### config.mk
export PLATFORM = sky130hd
export DESIGN_NAME = ddpc_ctrl
export DESIGN_NICKNAME = d
export VERILOG_FILES = /design/src/rtl/core/ddpc_pkg.sv /design/src/rtl/core/ddpc_ctrl.sv
export SDC_FILE = /design/constraint.sdc
export NUM_CORES = 1
export LEC_CHECK = 0
export BUFFER_PORTS_ARGS = -buffer_cell sky130_fd_sc_hd__buf_2
export CAP_MARGIN = 10
export CORE_AREA = 2 2 39 41
export CTS_BUF_LIST = sky130_fd_sc_hd__clkbuf_16
export DETAILED_ROUTE_END_ITERATION = 6
export DIE_AREA = 0 0 41 43
export HOLD_SLACK_MARGIN = 0.08
export PLACE_DENSITY = 0.74
export SETUP_SLACK_MARGIN = 0.2
export SYNTH_ARGS = -nofsm -noshare
export SYNTH_HDL_FRONTEND = slang
export SYNTH_SLANG_ARGS = --single-unit
### constraint.sdc
create_clock -name clk -period 1.3 [get_ports clk]
set_input_delay 0.065 -clock clk [delete_from_list [all_inputs] [get_ports clk]]
set_output_delay 0.065 -clock clk [all_outputs]
set_load 0.01 [all_outputs]
### src/rtl/core/ddpc_pkg.sv
// Shared constants, types and helpers for the digit-dominated prefix counter.
`default_nettype none
package ddpc_pkg;
	localparam int MAX_DIGITS_DEF = 64;
	localparam int DIGIT_W = 8;
	localparam int DATA_W = 64;
	localparam logic [7:0] BASE_RESET = 8'd2;
	localparam logic [0:0] REG_DIGIT_BASE = 1'b0;

	typedef struct packed {
		logic load;      // capture operands, start division of both
		logic div_step;  // one restoring division step on both
		logic div_done;  // store digits of the current position
		logic prod_step; // multiply running product by (m digit + 1)
		logic walk_acc;  // accumulate at walk position
		logic finish;    // final add of one if still tight
		logic zero_out;  // negative limit: result is zero
	} ddpc_cmd_t;

	typedef struct packed {
		logic div_last;  // last bit step of the division
		logic split_end; // both quotients zero or digit limit reached
		logic prod_end;  // all lower products written
		logic walk_end;  // walk reached position zero or stopped
	} ddpc_sts_t;
endpackage
`default_nettype wire

### src/rtl/core/ddpc_ctrl.sv
// Control state machine that sequences split, product and walk phases.
`default_nettype none
module ddpc_ctrl import ddpc_pkg::*; (
	input  wire logic clk,
	input  wire logic arst_n,
	input  wire logic in_valid,
	output logic      in_stall,
	input  wire logic limit_negative,
	output logic      out_valid,
	input  wire logic out_stall,
	input  wire ddpc_sts_t sts,
	output ddpc_cmd_t cmd
);
	typedef enum logic [7:0] {
		ST_IDLE  = 8'b00000001,
		ST_DIV   = 8'b00000010,
		ST_PRD   = 8'b00000100,
		ST_PROD  = 8'b00001000,
		ST_WRD   = 8'b00010000,
		ST_WACC  = 8'b00100000,
		ST_FIN   = 8'b01000000,
		ST_OUT   = 8'b10000000
	} state_t;

	state_t state_q, state_d;
	logic   in_acc;

	assign in_stall = (state_q != ST_IDLE);
	assign out_valid = (state_q == ST_OUT);
	assign in_acc = in_valid && !in_stall;

	always_comb begin
		cmd = '0;
		state_d = state_q;
		case (state_q)
			ST_IDLE: begin
				if (in_acc) begin
					if (limit_negative) begin
						cmd.zero_out = 1'b1;
						state_d = ST_OUT;
					end else begin
						cmd.load = 1'b1;
						state_d = ST_DIV;
					end
				end
			end
			ST_DIV: begin
				cmd.div_step = 1'b1;
				if (sts.div_last) begin
					cmd.div_done = 1'b1;
					if (sts.split_end) begin
						state_d = ST_PRD;
					end
				end
			end
			// The mask digit of the current position is read here.
			ST_PRD: begin
				state_d = ST_PROD;
			end
			ST_PROD: begin
				cmd.prod_step = 1'b1;
				state_d = sts.prod_end ? ST_WRD : ST_PRD;
			end
			ST_WRD: begin
				state_d = ST_WACC;
			end
			ST_WACC: begin
				cmd.walk_acc = 1'b1;
				state_d = sts.walk_end ? ST_FIN : ST_WRD;
			end
			ST_FIN: begin
				cmd.finish = 1'b1;
				state_d = ST_OUT;
			end
			ST_OUT: begin
				if (!out_stall) begin
					state_d = ST_IDLE;
				end
			end
			default: begin
				state_d = ST_IDLE;
			end
		endcase
	end

	always_ff @(posedge clk or negedge arst_n) begin
		if (!arst_n) begin
			state_q <= ST_IDLE;
		end else begin
			state_q <= state_d;
		end
	end
endmodule
`default_nettype wire

==> out/results.ini <==
[layout]
antenna_cells=0
syn_to_final_growth_pct=106
layout_commonest_cell=buf_4
largest_reg_flops=8
register_area_sq_um=204
largest-register=state_q
layout-drive-gt1-share_pct=67.4
multi_input_area_sq_um=333
fin_nets=105
reg_top3=state_q (8)
fillCellCount=98
final_cell_mix=buf_4 (16), buf_2 (13), buf_6 (10)
layout.cells.non_filler=111

[worst_setup_path]
critPathBufInv=1
critPathMaxStageDelay_ns=0.42
crit_end=cmd[4]
worstSetupStartpoint=state_q[4]
path_max_fanout=4
cp_slowest_cell=dfrtp_1
worstRegToRegCells=6
start_kind=flip-flop
crit_type=reg -> out
crit_cells=4
cp_cell_sequence=nor3_4 -> and4b_2 -> and2_1 -> buf_2
r2r_start=state_q[4]
r2r_end=state_q[0]
cpLargestDelayFamily=simple AND/OR/NAND/NOR gates
rrSetupSlack_ns=-0.27
end_kind=primary output
cp.required_ns=1.24
arrival_ns=1.54

[logic_synthesis]
syn_nets=58
synth.distinct_cells=26
ys_ff_latch=8
yosys_warnings=0
synth.avg_cell_area_sq_um=9.78
netlist_instances=49
synth_top_area_share_pct=36.6
synth_area_leader_cell=dfrtp_1
synthTopCellsByArea=dfrtp_1 (37%), and4b_1 (10%), dfstp_2 (5.5%)
syn_area_sq_um=479
yosysSeqAreaShare_pct=42.0

[drt]
drcViolationCount=0
vias=611
drt_iter0_drc=17
totalWireLength_mm=1.94
ant_nets=0
drt-pass1-iter-count=4
vias_per_cell=5.50
avgRoutedWirePerCell_um=17.5

[global_route]
grt_usage_pct=23.4
overflow=0
first_global_vias=553
grt_max_degree=9
antenna_found_initial=0
grt_pass1_wl_mm=2.68

[place]
hpwl_um=924
dp_cells=89
gp_congestion=0.847
portBuffers=17

[sta]
setup_slack_ns=-0.309
hold_viol=0
fin_skew_ns=0.00128
fin_setup_tns_ns=-3.03
setup_violations=16
worst_slew_pin_slew_ns=0.314
drv_slew=0
min_period_ns=1.61
fmax_mhz=621
rsz0062_at_grt=true
period_share_pct=124
maxSlewHeadroom_pct=78.9

[power]
vdd_ir_drop_max_mv=1.37
p_sw_mw=0.587
p_total_mw=1.74
power.internal_mw=1.15
powerDensity_mw_per_mm2=1760
seq_power_share_pct=23.2
power.static_leakage_nw=0.496
p_sw_share_pct=33.8
p_clk_share_pct=31.2
power_frac_comb_pct=45.7

[cts]
cts.sinks=8
cts_buffers=3
clockBufferDepth=2
cts_tree=built
clk_latency_ns=0.23
htree_levels=1
cts_root_buf=clkbuf_16
path_clk_slew_ns=0.04

[floorplanning]
ios=18
rows=14
start_util_pct=34.6
fp.dieH_um=43
core-area_sq_mm=0.00138
die-width_um=41
dieArea_sq_mm=0.00176

[flow_run]
cap_violations=0

[outcome]
status=complete, but fails checks
violations=setup timing

[min_path]
hp-class=in -> reg

[worst reg2reg max path, delay by kind of cell, from the launching register on]
kind / cells / cell delay [ns]
compound gates: 4 / 0.77
buf+inv: 1 / 0.16
flops: 1 / 0.42
simple gates: 1 / 0.16
[worst min path at each step]
stage	depth (start not counted)	slack, ns	end	start
after detailed placement	1	-0.08	state_q[7]	arst_n
after floorplan	0	-0.23	state_q[1]	arst_n
final	3	0.1	state_q[2]	sts[2]
after CTS	3	0.1	state_q[2]	sts[2]
after global routing	3	0.13	state_q[2]	sts[2]
after global placement	1	-0.08	state_q[7]	arst_n
[cell families (layout without fill, tap and decap cells)]
family,after synthesis,in the layout,synth area share (%)
compound gates,9,9,14.1
buf+inv,5,51,5.48
simple gates,26,26,36.6
xor+xnor,1,1,1.83
flops,8,8,42.0
[cells in the mapped netlist]
cell type / instances
nor4_1: 1
a21oi_1: 1
o21a_1: 1
nor2_1: 5
dfrtp_1: 7
o31ai_1: 1
nor3_1: 2
a21o_1: 1
nand3_1: 1
nor4b_1: 1
nand2_1: 3
nand4_1: 1
and4b_1: 5
and4b_2: 1
a22o_1: 1
o21ai_0: 2
xnor2_1: 1
buf_6: 1
and4_1: 1
and2_1: 2
inv_1: 4
nor3_2: 2
a31oi_1: 1
and3_1: 1
a2111oi_2: 1
dfstp_2: 1
[metal layers]
layer | global-route usage (%) | part of all wire [%] | vias up
li1 | - | - | 280
met1 | 30.7 | 40 | 296
met2 | 36.3 | 54 | 31
met3 | 5.24 | 5.0 | 4
met4 | 8.00 | 0.57 | 0
met5 | 0 | 0 | -
[repair_timing]
item,CTS,global route
resized for setup,13,14
buffers inserted,10,4
endpoints found under the hold margin,13,0
setup endpoints to repair,16,17
hold buffers,4,0
pin swaps,7,5
[power groups by stage]
stage                     clock [mW]  sequential, mW  combinational, mW
after global placement             0           0.375              0.497
after floorplan                    0           0.358              0.366
final                          0.542           0.403              0.794
after detailed placement           0           0.376              0.507
after global routing           0.557           0.409              0.835
after CTS                      0.534           0.379              0.689
[stage by stage]
| stage | utilization [%] | hold WS [ns] | instance area, sq um | worst slack (ns) |
|---|---|---|---|---|
| 2_1_floorplan | - | -0.231 | 503 | -0.0919 |
| 3_3_place_gp | 47.5 | -0.0813 | 657 | -0.124 |
| 3_5_place_dp | 47.5 | -0.0765 | 657 | -0.173 |
| 4_1_cts | 65.1 | 0.0988 | 901 | -0.244 |
| 5_1_grt | 71.4 | 0.130 | 988 | -0.341 |
| 6_report | 71.4 | 0.0955 | 988 | -0.309 |
[cell type report]
cell class                 count  share of cell area, %
timing repair buffer          43                   34.2
multi-input combinational     36                   33.7
sequential                     8                   20.6
clock buffer                   3                   7.59
tap                           16                   2.03
inverter                       4                   1.52
clock inverter                 1                  0.380
Note: power is estimated with default switching activity, not from simulation.
